**src/hdl/betn_pkg.sv**
```systemverilog
`timescale 1ns / 1ps
`default_nettype none

package betn_pkg;

  localparam int unsigned DeltaW = 32;
  localparam int unsigned FlagsW = 4;
  localparam int unsigned MaxResults = 3;

  // Flag bit positions.
  localparam int unsigned FSdaLvl = 0;
  localparam int unsigned FSdaEdg = 1;
  localparam int unsigned FSclLvl = 2;
  localparam int unsigned FSclEdg = 3;

  // Register indexes.
  localparam logic RegMergeEdges  = 1'b0;
  localparam logic RegSplitMerged = 1'b1;

  typedef logic [DeltaW-1:0] delta_t;
  typedef logic [FlagsW-1:0] flags_t;

  typedef struct packed {
    logic   has_event;
    delta_t delta;
    flags_t flags;
    logic   run_last;
    logic   trace_end;
  } result_t;

  typedef struct packed {
    logic   emit;
    delta_t emit_delta;
    flags_t emit_flags;
    logic   held_valid;
    delta_t held_delta;
    flags_t held_flags;
  } feed_t;

  function automatic logic edge_while_low(input flags_t f);
    return !f[FSclLvl] && f[FSdaEdg];
  endfunction

  // One event through the one-word hold stage.
  function automatic feed_t feed(input logic hv, input delta_t hd, input flags_t hf,
                                 input delta_t d, input flags_t f, input logic merge);
    feed_t r;
    r.emit       = 1'b0;
    r.emit_delta = hd;
    r.emit_flags = hf;
    r.held_valid = 1'b1;
    r.held_delta = d;
    r.held_flags = f;
    if (hv) begin
      if (merge && edge_while_low(hf) && edge_while_low(f) &&
          (hf[FSclEdg:FSclLvl] == f[FSclEdg:FSclLvl])) begin
        r.held_valid = 1'b0;
        r.held_delta = hd;
        r.held_flags = hf;
      end else begin
        r.emit = 1'b1;
      end
    end
    return r;
  endfunction

endpackage

`default_nettype wire

```
**src/hdl/bus_edge_trace_normalizer.sv**
```systemverilog
// The first result of an accepted word passes through the input register and then the
// result buffer before it appears at the output.
// Throughput: one word per cycle while out_ready is high and each word yields at most
// one result; a word with several results holds the single output port until taken.
// Reset (synchronous, active high) empties the hold stage and both buffers and sets
// merge_edges and split_merged to 1.
`timescale 1ns / 1ps
`default_nettype none

module bus_edge_trace_normalizer import betn_pkg::*; (
  input  wire logic        clk,
  input  wire logic        rst,
  input  wire logic        psel,
  input  wire logic        penable,
  input  wire logic        pwrite,
  input  wire logic [2:0]  paddr,
  input  wire logic [31:0] pwdata,
  output      logic [31:0] prdata,
  output      logic        pready,
  input  wire logic        in_valid,
  output      logic        in_ready,
  input  wire logic [31:0] in_delta,
  input  wire logic        in_sda_level,
  input  wire logic        in_sda_edge,
  input  wire logic        in_scl_level,
  input  wire logic        in_scl_edge,
  input  wire logic        in_trace_last,
  output      logic        out_valid,
  input  wire logic        out_ready,
  output      logic        has_event,
  output      logic [31:0] out_delta,
  output      logic        out_sda_level,
  output      logic        out_sda_edge,
  output      logic        out_scl_level,
  output      logic        out_scl_edge,
  output      logic        run_last,
  output      logic        trace_end
);

  logic merge_edges;
  logic split_merged;

  logic   s1_valid;
  delta_t s1_delta;
  flags_t s1_flags;
  logic   s1_last;

  logic   held_valid;
  delta_t held_delta;
  flags_t held_flags;

  result_t     rbuf [MaxResults];
  result_t     res_next [MaxResults];
  logic [1:0]  cnt;
  logic [1:0]  cnt_next;
  logic [1:0]  n;

  logic   pop;
  logic   load;
  logic   wr_en;
  logic   sp;
  flags_t inv;
  flags_t first;
  flags_t second;
  feed_t  fe1;
  feed_t  fe2;
  logic   emit2;
  logic   fin_valid;
  delta_t fin_delta;
  flags_t fin_flags;
  result_t res_a;
  result_t res_b;
  result_t res_c;

  assign pready = 1'b1;
  assign wr_en  = psel && penable && pwrite;
  assign prdata = {31'd0, (paddr[2] == RegSplitMerged) ? split_merged : merge_edges};

  always_ff @(posedge clk) begin
    if (rst) begin
      merge_edges  <= 1'b1;
      split_merged <= 1'b1;
    end else if (wr_en) begin
      case (paddr[2])
        RegMergeEdges:  merge_edges  <= pwdata[0];
        RegSplitMerged: split_merged <= pwdata[0];
        default: ;
      endcase
    end
  end

  assign pop       = out_valid && out_ready;
  assign load      = s1_valid && ((cnt == 2'd0) || ((cnt == 2'd1) && pop));
  assign in_ready  = !s1_valid || load;
  assign out_valid = (cnt != 2'd0);

  always_ff @(posedge clk) begin
    if (rst) begin
      s1_valid <= 1'b0;
    end else if (in_ready) begin
      s1_valid <= in_valid;
    end
  end

  always_ff @(posedge clk) begin
    if (in_valid && in_ready) begin
      s1_delta <= in_delta;
      s1_flags <= {in_scl_edge, in_scl_level, in_sda_edge, in_sda_level};
      s1_last  <= in_trace_last;
    end
  end

  always_comb begin
    inv = ~s1_flags;
    sp  = split_merged && s1_flags[FSdaEdg] && s1_flags[FSclEdg];
    if (s1_flags[FSclLvl]) begin
      first  = {inv[FSclEdg], inv[FSclLvl], s1_flags[FSdaEdg], s1_flags[FSdaLvl]};
      second = {s1_flags[FSclEdg], s1_flags[FSclLvl], 1'b0, s1_flags[FSdaLvl]};
    end else begin
      first  = {s1_flags[FSclEdg], s1_flags[FSclLvl], inv[FSdaEdg], inv[FSdaLvl]};
      second = {1'b0, s1_flags[FSclLvl], s1_flags[FSdaEdg], s1_flags[FSdaLvl]};
    end
    fe1 = feed(held_valid, held_delta, held_flags, s1_delta, sp ? first : s1_flags,
               merge_edges);
    fe2 = feed(fe1.held_valid, fe1.held_delta, fe1.held_flags, '0, second, merge_edges);
    emit2 = sp && fe2.emit;
    if (sp) begin
      fin_valid = fe2.held_valid;
      fin_delta = fe2.held_delta;
      fin_flags = fe2.held_flags;
    end else begin
      fin_valid = fe1.held_valid;
      fin_delta = fe1.held_delta;
      fin_flags = fe1.held_flags;
    end

    res_a = '{has_event: 1'b1, delta: fe1.emit_delta, flags: fe1.emit_flags,
              run_last: 1'b0, trace_end: 1'b0};
    res_b = '{has_event: 1'b1, delta: fe2.emit_delta, flags: fe2.emit_flags,
              run_last: 1'b0, trace_end: 1'b0};
    res_c = '{has_event: fin_valid, delta: fin_valid ? fin_delta : '0,
              flags: fin_valid ? fin_flags : '0, run_last: 1'b0, trace_end: 1'b0};

    n = {1'b0, fe1.emit} + {1'b0, emit2} + {1'b0, s1_last};

    res_next[0] = fe1.emit ? res_a : (emit2 ? res_b : res_c);
    res_next[1] = (fe1.emit && emit2) ? res_b : res_c;
    res_next[2] = res_c;
    for (int i = 0; i < MaxResults; i++) begin
      if ((n != 2'd0) && (2'(i) == (n - 2'd1))) begin
        res_next[i].run_last  = 1'b1;
        res_next[i].trace_end = s1_last;
      end
    end
  end

  always_comb begin
    cnt_next = cnt;
    if (load) begin
      cnt_next = n;
    end else if (pop) begin
      cnt_next = cnt - 2'd1;
    end
  end

  always_ff @(posedge clk) begin
    if (rst) begin
      cnt        <= 2'd0;
      held_valid <= 1'b0;
    end else begin
      cnt <= cnt_next;
      if (load) begin
        held_valid <= fin_valid && !s1_last;
      end
    end
  end

  always_ff @(posedge clk) begin
    if (rst) begin
      held_delta <= '0;
      held_flags <= '0;
    end else if (load) begin
      held_delta <= s1_last ? '0 : fin_delta;
      held_flags <= s1_last ? '0 : fin_flags;
    end
  end

  always_ff @(posedge clk) begin
    if (load) begin
      rbuf <= res_next;
    end else if (pop) begin
      rbuf[0] <= rbuf[1];
      rbuf[1] <= rbuf[2];
    end
  end

  assign has_event     = rbuf[0].has_event;
  assign out_delta     = rbuf[0].delta;
  assign out_sda_level = rbuf[0].flags[FSdaLvl];
  assign out_sda_edge  = rbuf[0].flags[FSdaEdg];
  assign out_scl_level = rbuf[0].flags[FSclLvl];
  assign out_scl_edge  = rbuf[0].flags[FSclEdg];
  assign run_last      = rbuf[0].run_last;
  assign trace_end     = rbuf[0].trace_end;

  a_end_is_last: assert property (@(posedge clk) disable iff (rst)
    out_valid && trace_end |-> run_last)
    else $error("trace end result without run_last");

  a_marker_empty: assert property (@(posedge clk) disable iff (rst)
    out_valid && !has_event |-> trace_end && (out_delta == '0) &&
      !out_sda_level && !out_sda_edge && !out_scl_level && !out_scl_edge)
    else $error("bare end marker carries data");

  a_flush_clears: assert property (@(posedge clk) disable iff (rst)
    load && s1_last |=> !held_valid)
    else $error("hold stage not empty after flush");

  a_stage_holds: assert property (@(posedge clk) disable iff (rst)
    s1_valid && !load |=> s1_valid && $stable(s1_delta) && $stable(s1_flags))
    else $error("input stage lost a word");

endmodule

`default_nettype wire
```
**config.mk**
```make
export PLATFORM = sky130hd
export DESIGN_NAME = bus_edge_trace_normalizer
export DESIGN_NICKNAME = d
export VERILOG_FILES = /design/src/hdl/betn_pkg.sv /design/src/hdl/bus_edge_trace_normalizer.sv
export SDC_FILE = /design/constraint.sdc
export NUM_CORES = 1
export LEC_CHECK = 0
export BUFFER_PORTS_ARGS = -buffer_cell sky130_fd_sc_hd__buf_2
export CAP_MARGIN = 10
export CORE_ASPECT_RATIO = 0.9
export CORE_MARGIN = 3
export CORE_UTILIZATION = 36
export CTS_BUF_LIST = sky130_fd_sc_hd__clkbuf_8 sky130_fd_sc_hd__clkbuf_16
export CTS_CLUSTER_SIZE = 16
export DETAILED_ROUTE_END_ITERATION = 12
export PLACE_DENSITY = 0.57
export REMOVE_ABC_BUFFERS = 1
export SKIP_CTS_REPAIR_TIMING = 1
export SLEW_MARGIN = 20
export SYNTH_ARGS = -nofsm -noshare
export SYNTH_HDL_FRONTEND = slang
export SYNTH_SLANG_ARGS = --single-unit
```
**constraint.sdc**
```tcl
create_clock -name clk -period 3.8 [get_ports clk]
set_clock_uncertainty 0.1 [all_clocks]
set_input_delay 0.76 -clock clk [delete_from_list [all_inputs] [get_ports clk]]
set_output_delay 0.76 -clock clk [all_outputs]
set_load 0.02 [all_outputs]
```
### After elaboration in Yosys (flattened, before gate mapping)

Index checks and enable logic that the tools add are counted.

* register bits after elaboration: 196
* input port bits: 79
* output and inout bits: 74
* logic and storage cells: 104

* $add $sub $neg: 4
* eq/ne operators: 5
* multiplexer cells: 29
* bitwise operators: 2
* reduce and logical (&&, ||, !) cells: 39

Operators by type and width (count)
* 78-bit 2-to-1 mux: 2
* 37-bit 2-to-1 mux: 4
* 39-bit 2-to-1 mux: 3
* 32-bit 2-to-1 mux: 3
* 1-bit logical AND: 24
* 4-bit 2-to-1 mux: 6
* 2-bit 2-to-1 mux: 5
* 1-bit logical NOT: 6
* 1-bit 2-to-1 mux: 6
* 2-bit nonzero test: 3
* 2-bit equality test: 2
* 2-bit logical NOT: 2
* 4-bit NOT: 1
* 2-bit AND reduction: 2
* 2-bit by 1-bit subtractor with 2-bit output, second input constant: 2
* 1-bit by 1-bit adder with 2-bit output: 1
* 2-bit by 1-bit adder with 2-bit output: 1
* 1-bit by 2-bit equality test with 1-bit output, first input constant: 1
* 2-bit by 1-bit equality test with 1-bit output, second input constant: 1
* 2-bit equality test, first input constant: 1
* 1-bit logical OR: 2
* 1-bit NOT: 1

### Longest topological paths before layout

Gate-level depths: netlist (run 1).

* depth in word-level cells: 24
* gate-level depth with buffers: 12
* gate-level depth less buffers: 10

### Worst setup path before layout (run 1)

Ideal clock, no wire load.

* path type: input port to flip-flop
* start: input out_ready
* end: register rbuf[39] (netlist name), data pin
* library setup time: 158 ps
* arrival: 3219 ps
* required time: 3542 ps
* slack: 323 ps
* cell stages on the path: 8
* buffers on the path: 3
* cell sequence: a21oi_1 nand2b_1 clkbuf_1 inv_2 clkbuf_1 clkbuf_1 o2111ai_1 o211ai_1

* word-level cells in the longest chain between the ends: 5

RTL lines
* start, declared: line bus_edge_trace_normalizer.sv:29 `input wire logic out_ready,`
* 1-bit logical AND: line bus_edge_trace_normalizer.sv:92 `assign pop = out_valid && out_ready;`
* 1-bit logical AND: line bus_edge_trace_normalizer.sv:93 `assign load = s1_valid && ((cnt == 2'd0) || ((cnt == 2'd1) && pop));`
* 1-bit logical OR: line bus_edge_trace_normalizer.sv:93
* 1-bit logical AND: line bus_edge_trace_normalizer.sv:93
* net load: line bus_edge_trace_normalizer.sv:59 `logic load;`
* 78-bit 2-to-1 mux: line bus_edge_trace_normalizer.sv:189 `if (load) begin`
* end signal, assigned: line bus_edge_trace_normalizer.sv:190 `rbuf <= res_next;`
* end, declared: line bus_edge_trace_normalizer.sv:52 `result_t rbuf [MaxResults];`

The timed path passes the listed nets, and every way through them passes these cells.
A chain may end at the register's enable or synchronous reset.

### Worst setup path in the final report (run 1)

* start: register s1_flags[2]
* end: register rbuf (netlist bit run_last), data pin

* word-level cells in the longest chain between the ends: 24
* elaborated cells between the ends (all ways): 33
* those cells by class: add/sub (3); eq/ne (2); mux (12); bitwise (1); reduce/logical (15)

RTL lines
* start, declared: line bus_edge_trace_normalizer.sv:45 `flags_t s1_flags;`
* start signal, assigned: line bus_edge_trace_normalizer.sv:108 `s1_flags <= {in_scl_edge, in_scl_level, in_sda_edge, in_sda_level};`
* 4-bit NOT: line bus_edge_trace_normalizer.sv:114 `inv = ~s1_flags;`
* 4-bit 2-to-1 mux: line bus_edge_trace_normalizer.sv:116 `if (s1_flags[FSclLvl]) begin`
* 4-bit 2-to-1 mux: line bus_edge_trace_normalizer.sv:123 `fe1 = feed(held_valid, held_delta, held_flags, s1_delta, sp ? first : s1_flags,`
* 1-bit logical NOT: line betn_pkg.sv:41 `return !f[FSclLvl] && f[FSdaEdg];`
* 1-bit logical AND: line betn_pkg.sv:41
* 1-bit logical AND (2 in a row): line betn_pkg.sv:55 `if (merge && edge_while_low(hf) && edge_while_low(f) &&`
* 37-bit 2-to-1 mux: line betn_pkg.sv:55
* 37-bit 2-to-1 mux: line betn_pkg.sv:54 `if (hv) begin`
* [... 7 more ...]
* 1-bit logical AND: line bus_edge_trace_normalizer.sv:126 `emit2 = sp && fe2.emit;`
* 1-bit by 1-bit adder with 2-bit output: line bus_edge_trace_normalizer.sv:144 `n = {1'b0, fe1.emit} + {1'b0, emit2} + {1'b0, s1_last};`
* 2-bit by 1-bit adder with 2-bit output: line bus_edge_trace_normalizer.sv:144
* 2-bit by 1-bit subtractor with 2-bit output: line bus_edge_trace_normalizer.sv:150 `if ((n != 2'd0) && (2'(i) == (n - 2'd1))) begin`
* 2-bit logical NOT: line bus_edge_trace_normalizer.sv:150
* 1-bit logical AND: line bus_edge_trace_normalizer.sv:150
* 2-bit 2-to-1 mux (*): line bus_edge_trace_normalizer.sv:150
* 78-bit 2-to-1 mux (*): line bus_edge_trace_normalizer.sv:189

Mark *: on every way between the ends. The rest lies on a longest branch, timed or not.

==> results of run 1 <==
==> flip-flops by register name (all words and copies together) (netlist names) <==
signal         cells
out_delta         32
s1_last            1
held_delta        32
s1_flags           4
has_event          1
cnt                2
out_scl_edge       1
merge_edges        1
held_valid         1
out_sda_edge       1
out_sda_level      1
run_last           1
split_merged       1
s1_delta          32
out_scl_level      1
s1_valid           1
held_flags         4
trace_end          1
rbuf              78
==> area by class of cell <==
| class | instances | area, µm² | share of cell area |
|---|---|---|---|
| clock buffer | 17 | 425 | 0.0433 |
| clock inverter | 15 | 186 | 0.0190 |
| inverter | 14 | 57.6 | 0.00586 |
| multi-input combinational | 417 | 2700 | 0.274 |
| sequential | 196 | 5470 | 0.556 |
| tap | 302 | 378 | 0.0385 |
| timing repair buffer | 108 | 618 | 0.0629 |
==> cells by family after synthesis <==
kind of cell / Yosys count / share of synthesized area
simple gates: 214 / 0.129
flops: 196 / 0.621
compound gates: 162 / 0.145
buf+inv: 133 / 0.0923
fa+ha+maj: 6 / 0.00853
other cells: 2 / 0.000854
mux: 2 / 0.00242
xor+xnor: 1 / 0.000996
==> how the worst min path moves through the flow <==
stage                           startpoint                     endpoint  cells past startpoint
2_1_floorplan   held_delta[0]$_SDFFE_PP0P_   held_delta[0]$_SDFFE_PP0P_                      1
3_3_place_gp   held_delta[14]$_SDFFE_PP0P_  held_delta[14]$_SDFFE_PP0P_                      1
3_5_place_dp    held_delta[2]$_SDFFE_PP0P_   held_delta[2]$_SDFFE_PP0P_                      1
4_1_cts        held_delta[25]$_SDFFE_PP0P_  held_delta[25]$_SDFFE_PP0P_                      1
5_1_grt                        in_delta[9]        s1_delta[9]$_DFFE_PP_                      1
6_report       held_delta[27]$_SDFFE_PP0P_  held_delta[27]$_SDFFE_PP0P_                      1
==> layout by cell type (no fill, tap or decap), types with 5 or more instances in the layout <==
cell type / netlist / final
a22o_1: 32 / 32
clkbuf_16: 0 / 17
and3_1: 66 / 66
o21ai_0: 32 / 32
a21oi_1: 11 / 10
nand4_1: 6 / 6
nand2_1: 55 / 54
inv_1: 11 / 11
inv_6: 0 / 5
a221o_1: 33 / 33
nor3_1: 6 / 6
buf_4: 71 / 19
nor2_1: 20 / 20
conb_1: 2 / 32
dfxtp_1: 42 / 42
o21ai_1: 10 / 10
buf_2: 8 / 87
nand3_1: 40 / 38
ha_1: 6 / 6
o211ai_1: 5 / 5
edfxtp_1: 154 / 154
==> routing by layer <==
metal	vias to the layer above	part of all wire	routed length, µm	GRT usage
li1	2712	-	-	-
met2	162	0.48	9420	0.244
met3	10	0.050	982	0.0319
met5	-	0	0	0
met4	0	0.0063	123	0.0328
met1	2844	0.46	9130	0.209
==> through the flow <==
step                      area, µm²  instances  TNS, ns  utilization
after global placement         9220       1037        0        0.389
after detailed placement       9220       1037        0        0.389
after CTS                      9830       1069        0        0.415
after floorplan                8150        627  -199.36            -
final                          9830       1069        0        0.415
after global routing           9830       1069        0        0.415
==> power by group through the flow <==
stage          registers, W  clock network [W]  logic, W
3_3_place_gp        0.00311                  0   0.00149
6_report            0.00307            0.00187   0.00147
4_1_cts             0.00308            0.00192   0.00150
5_1_grt             0.00312            0.00201   0.00162
2_1_floorplan       0.00330                  0  0.000758
3_5_place_dp        0.00312                  0   0.00149
==> critical path, stage by stage, from the launching register on <==
cell and delay (ns):
edfxtp_1 0.53, ha_1 0.39, and3b_2 0.33, o311ai_4 0.12, o31ai_4 0.42, inv_4 0.17, ha_1 0.50, inv_1 0.10
a2111oi_0 0.40, a221o_1 0.17
==> impl_metrics.env, run 1 <==
export IMPL_worstMarginPinSlew_ns=0.734
export IMPL_rsz0062_at_grt="false"
export IMPL_wl_per_cell_um=18.4
export IMPL_clock_sinks=196
export IMPL_grtUsageTotal=0.151
export IMPL_die_y_um=154
export IMPL_peakVddDrop_uv=441
export IMPL_placement_io_buffers=87
export IMPL_crit_end="run_last$_DFFE_PP_"
export IMPL_synth_async_reset_ratio=0
export IMPL_hold_violations=0
export IMPL_core_area_um2=23700
export IMPL_synth_seq_cells=196
export IMPL_yosysSeqAreaShare=0.621
export IMPL_fin_crit_ns=3.37
export IMPL_nFillCells=2248
export IMPL_seq_power_share=0.479
export IMPL_yosysTopAreaCell="edfxtp_1"
export IMPL_drive_gt1_frac=0.211
export IMPL_synth_area_um2=8800
export IMPL_grt_max_degree=89
export IMPL_clkTransAtPathRegs_ns=0.08
export IMPL_grt_pass1_wl_um=30900
export IMPL_rows=53
export IMPL_run_status="completed"
export IMPL_r2r_end="run_last$_DFFE_PP_"
export IMPL_startpoint="s1_flags[2]$_DFFE_PP_"
export IMPL_syn_inst=716
export IMPL_hold_ws_ns=0.370
export IMPL_p_sw_frac=0.314
export IMPL_hp_class="flip-flop to flip-flop"
export IMPL_fin_nets=839
export IMPL_yosysTopAreaCellShare=0.526
export IMPL_io_pins=153
export IMPL_ys_top_cells_by_area="edfxtp_1 (53%), dfxtp_1 (9.6%), buf_4 (6.1%)"
export IMPL_layout_setup_ws_ns=0.432
export IMPL_cap_violations=0
export IMPL_initial_core_util=0.372
export IMPL_slew_violations=0
export IMPL_area_growth_pct=11.7
export IMPL_drtPass1Iterations=5
export IMPL_insertion_delay_ns=0.44
export IMPL_routed_wl_um=19700
export IMPL_antenna_left=0
export IMPL_synth_commonest_cells="edfxtp_1 (154), buf_4 (71), and3_1 (66)"
export IMPL_tritoncts="yes"
export IMPL_grt_pass1_vias=5456
export IMPL_num_vias=5728
export IMPL_synth_edff_count=154
export IMPL_p_int_w=0.00441
export IMPL_gp_congestion=0.852
export IMPL_avgViaCountPerCell=5.36
export IMPL_diodes=0
export IMPL_power_density_nw_per_um2=653
export IMPL_power_frac_clock=0.292
export IMPL_p_leak_nw=3.81
export IMPL_crit_fanout=12
export IMPL_h_tree_depth=4
export IMPL_place_hpwl_um=11300
export IMPL_numCtsBuffers=17
export IMPL_setup_violations=0
export IMPL_die_area_um2=26300
export IMPL_crit_arrival_ns=3.58
export IMPL_overflow=0
export IMPL_maxSlewHeadroom=0.510
export IMPL_end_kind="flip-flop"
export IMPL_total_power_w=0.00642
export IMPL_pre_cts_ws_ns=0.527
export IMPL_die_w_um=171
export IMPL_cts_root_buf="clkbuf_16"
export IMPL_synth_area_per_cell_um2=12.3
export IMPL_required_ns=4.01
export IMPL_r2r_cells=9
export IMPL_drc=0
export IMPL_fmax_ghz=0.297
export IMPL_clock_path_buffers=2
export IMPL_synth_main_ff_cell="edfxtp_1"
export IMPL_path_class="flip-flop to flip-flop"
export IMPL_p_switching_w=0.00201
export IMPL_antenna_found_initial=0
export IMPL_ys_warnings_count=0
export IMPL_initialDrtViolationCount=490
export IMPL_period_share=0.886
export IMPL_pwr_share_comb=0.229
export IMPL_synthDistinctLibCells=68
export IMPL_rr_startpoint="s1_flags[2]$_DFFE_PP_"
export IMPL_regToRegSetupSlack_ns=0.43
export IMPL_synth_most_common_cell="edfxtp_1"
export IMPL_start_kind="flip-flop"
Note: power is estimated with default switching activity, not from simulation.
==> inputs of run 2 (changes only) <==
- RECOVER_POWER: not set -> 25
- clock period: 3.8 -> 3.6 ns (I/O delays scaled with it)
==> run 2 against run 1 <==
Net effect: the flow now finishes with violations (max-capacitance violations, max-slew violations); sequential share of layout area increased by 0.064 points; hold slack got worse by 0.017 ns; routed wire length about the same; cell count increased by 0.28%; critical path type unchanged; critical endpoint is now out_delta[18]$_DFFE_PP_.
==> impl_metrics.env, run 2 (same netlist as run 1, synthesis figures left out) <==
export IMPL_run_status="finished with violations"
export IMPL_violations="max-capacitance violations, max-slew violations"
export IMPL_insertion_delay_ns=0.44
export IMPL_fmax_ghz=0.300
export IMPL_maxSlewHeadroom=-0.351
export IMPL_rows=53
export IMPL_cp_slowest_cell="nor3b_4"
export IMPL_hold_ws_ns=0.352
export IMPL_placement_io_buffers=87
export IMPL_required_ns=3.78
export IMPL_place_area_um2=9260
export IMPL_worstPathCellList="ha_1, and3b_2, or3_4, nand4_1, nor3b_4, buf_4, a221o_1"
export IMPL_p_int_w=0.00462
export IMPL_slew_violations=38
export IMPL_end_kind="flip-flop"
export IMPL_layout_common_cells="edfxtp_1 (154), and3_1 (66), nand2_1 (54)"
export IMPL_clock_path_buffers=2
export IMPL_power_frac_clock=0.295
export IMPL_hp_class="primary input to flip-flop"
export IMPL_io_pins=153
export IMPL_numCtsBuffers=17
export IMPL_layout_commonest_cell="edfxtp_1"
export IMPL_critPathMaxStageDelay_ns=0.67
export IMPL_busiest_layer="met2"
export IMPL_nFillCells=2256
export IMPL_grtUsageTotal=0.147
export IMPL_die_y_um=154
export IMPL_hold_violations=0
export IMPL_clock_sinks=196
export IMPL_core_area_um2=23700
export IMPL_h_tree_depth=4
export IMPL_routed_wl_um=19700
export IMPL_drc=0
export IMPL_area_growth_pct=11.6
export IMPL_place_inst=1040
export IMPL_p_switching_w=0.00215
export IMPL_overflow=0
export IMPL_use_met1=0.212
export IMPL_crit_fanout=19
export IMPL_largest_reg_flops=78
export IMPL_grt_pass1_vias=5419
export IMPL_antenna_left=0
export IMPL_grt_max_degree=74
export IMPL_crit_arrival_ns=3.52
export IMPL_drive_gt1_frac=0.157
export IMPL_fin_cells=1072
export IMPL_stdcell_area_um2=9820
export IMPL_die_area_um2=26300
export IMPL_start_kind="flip-flop"
export IMPL_initialDrtViolationCount=555
export IMPL_cts_root_buf="clkbuf_16"
export IMPL_setup_violations=0
export IMPL_diodes=0
export IMPL_p_sw_frac=0.317
export IMPL_power_density_nw_per_um2=690
export IMPL_period_share=0.927
export IMPL_pwr_share_comb=0.226
export IMPL_peakVddDrop_uv=386
export IMPL_grt_pass1_wl_um=30600
export IMPL_avgViaCountPerCell=5.37
export IMPL_regMostFlops="rbuf"
export IMPL_die_w_um=171
export IMPL_fin_nets=842
export IMPL_gp_congestion=0.849
export IMPL_antenna_found_initial=0
export IMPL_wl_per_cell_um=18.4
export IMPL_drtPass1Iterations=5
export IMPL_worstMarginPinSlew_ns=2.03
export IMPL_grt_use_met2=0.228
export IMPL_cap_violations=1
export IMPL_p_leak_nw=3.71
export IMPL_fin_crit_ns=3.34
export IMPL_seq_power_share=0.479
export IMPL_num_vias=5756
export IMPL_place_hpwl_um=11300
export IMPL_initial_core_util=0.372
export IMPL_path_class="flip-flop to flip-flop"
export IMPL_met3_usage=0.0337
export IMPL_tritoncts="yes"
export IMPL_rsz0062_at_grt="false"
export IMPL_clkTransAtPathRegs_ns=0.08
==> run 2: final cells by class <==
cell class                 instances  area, µm²  share of cell area
timing repair buffer             111        609              0.0621
clock inverter                    15        185              0.0189
multi-input combinational        417       2700               0.275
tap                              302        378              0.0385
sequential                       196       5470               0.557
inverter                          14       57.6             0.00586
clock buffer                      17        425              0.0433
==> run 2: path summary, 6_finish.rpt <==
path                                     from                           to  slack (ns)  cells past startpoint
setup / recovery        s1_flags[2]$_DFFE_PP_      out_delta[18]$_DFFE_PP_        0.26                      7
hold / removal                    in_delta[9]        s1_delta[9]$_DFFE_PP_        0.35                      1
setup reg to reg        s1_flags[2]$_DFFE_PP_      out_delta[18]$_DFFE_PP_        0.26                      7
hold reg to reg   held_delta[28]$_SDFFE_PP0P_  held_delta[28]$_SDFFE_PP0P_        0.37                      1
==> run 2: power groups by stage <==
stage	Sequential (W)	Clock [W]	Combinational [W]
after detailed placement	0.00329	0	0.00159
final	0.00324	0.00199	0.00153
after global routing	0.00328	0.00213	0.00168
after floorplan	0.00348	0	0.000800
after CTS	0.00324	0.00204	0.00160
after global placement	0.00328	0	0.00158
==> run 2: per-layer routing <==
metal / share of wire / routed length (µm)
met5: 0 / 0
met4: 0.0059 / 117
met3: 0.051 / 995
met2: 0.47 / 9290
met1: 0.47 / 9270
==> run 2: critical path: cells and delay by family (launching register included) <==
| family | cells | cell delay, ns |
|---|---|---|
| simple gates | 4 | 1.49 |
| flops | 1 | 0.54 |
| fa+ha+maj | 1 | 0.41 |
| buf+inv | 1 | 0.41 |
| compound gates | 1 | 0.23 |
==> run 2: metrics by stage <==
stage	setup TNS (ns)	util	setup slack [ns]	total power, W
after floorplan	-223.88	-	-2.38	0.00428
after global placement	0	0.391	0.300	0.00486
after detailed placement	0	0.391	0.272	0.00488
after CTS	0	0.417	0.228	0.00688
after global routing	0	0.415	0.105	0.00710
final	0	0.415	0.262	0.00677
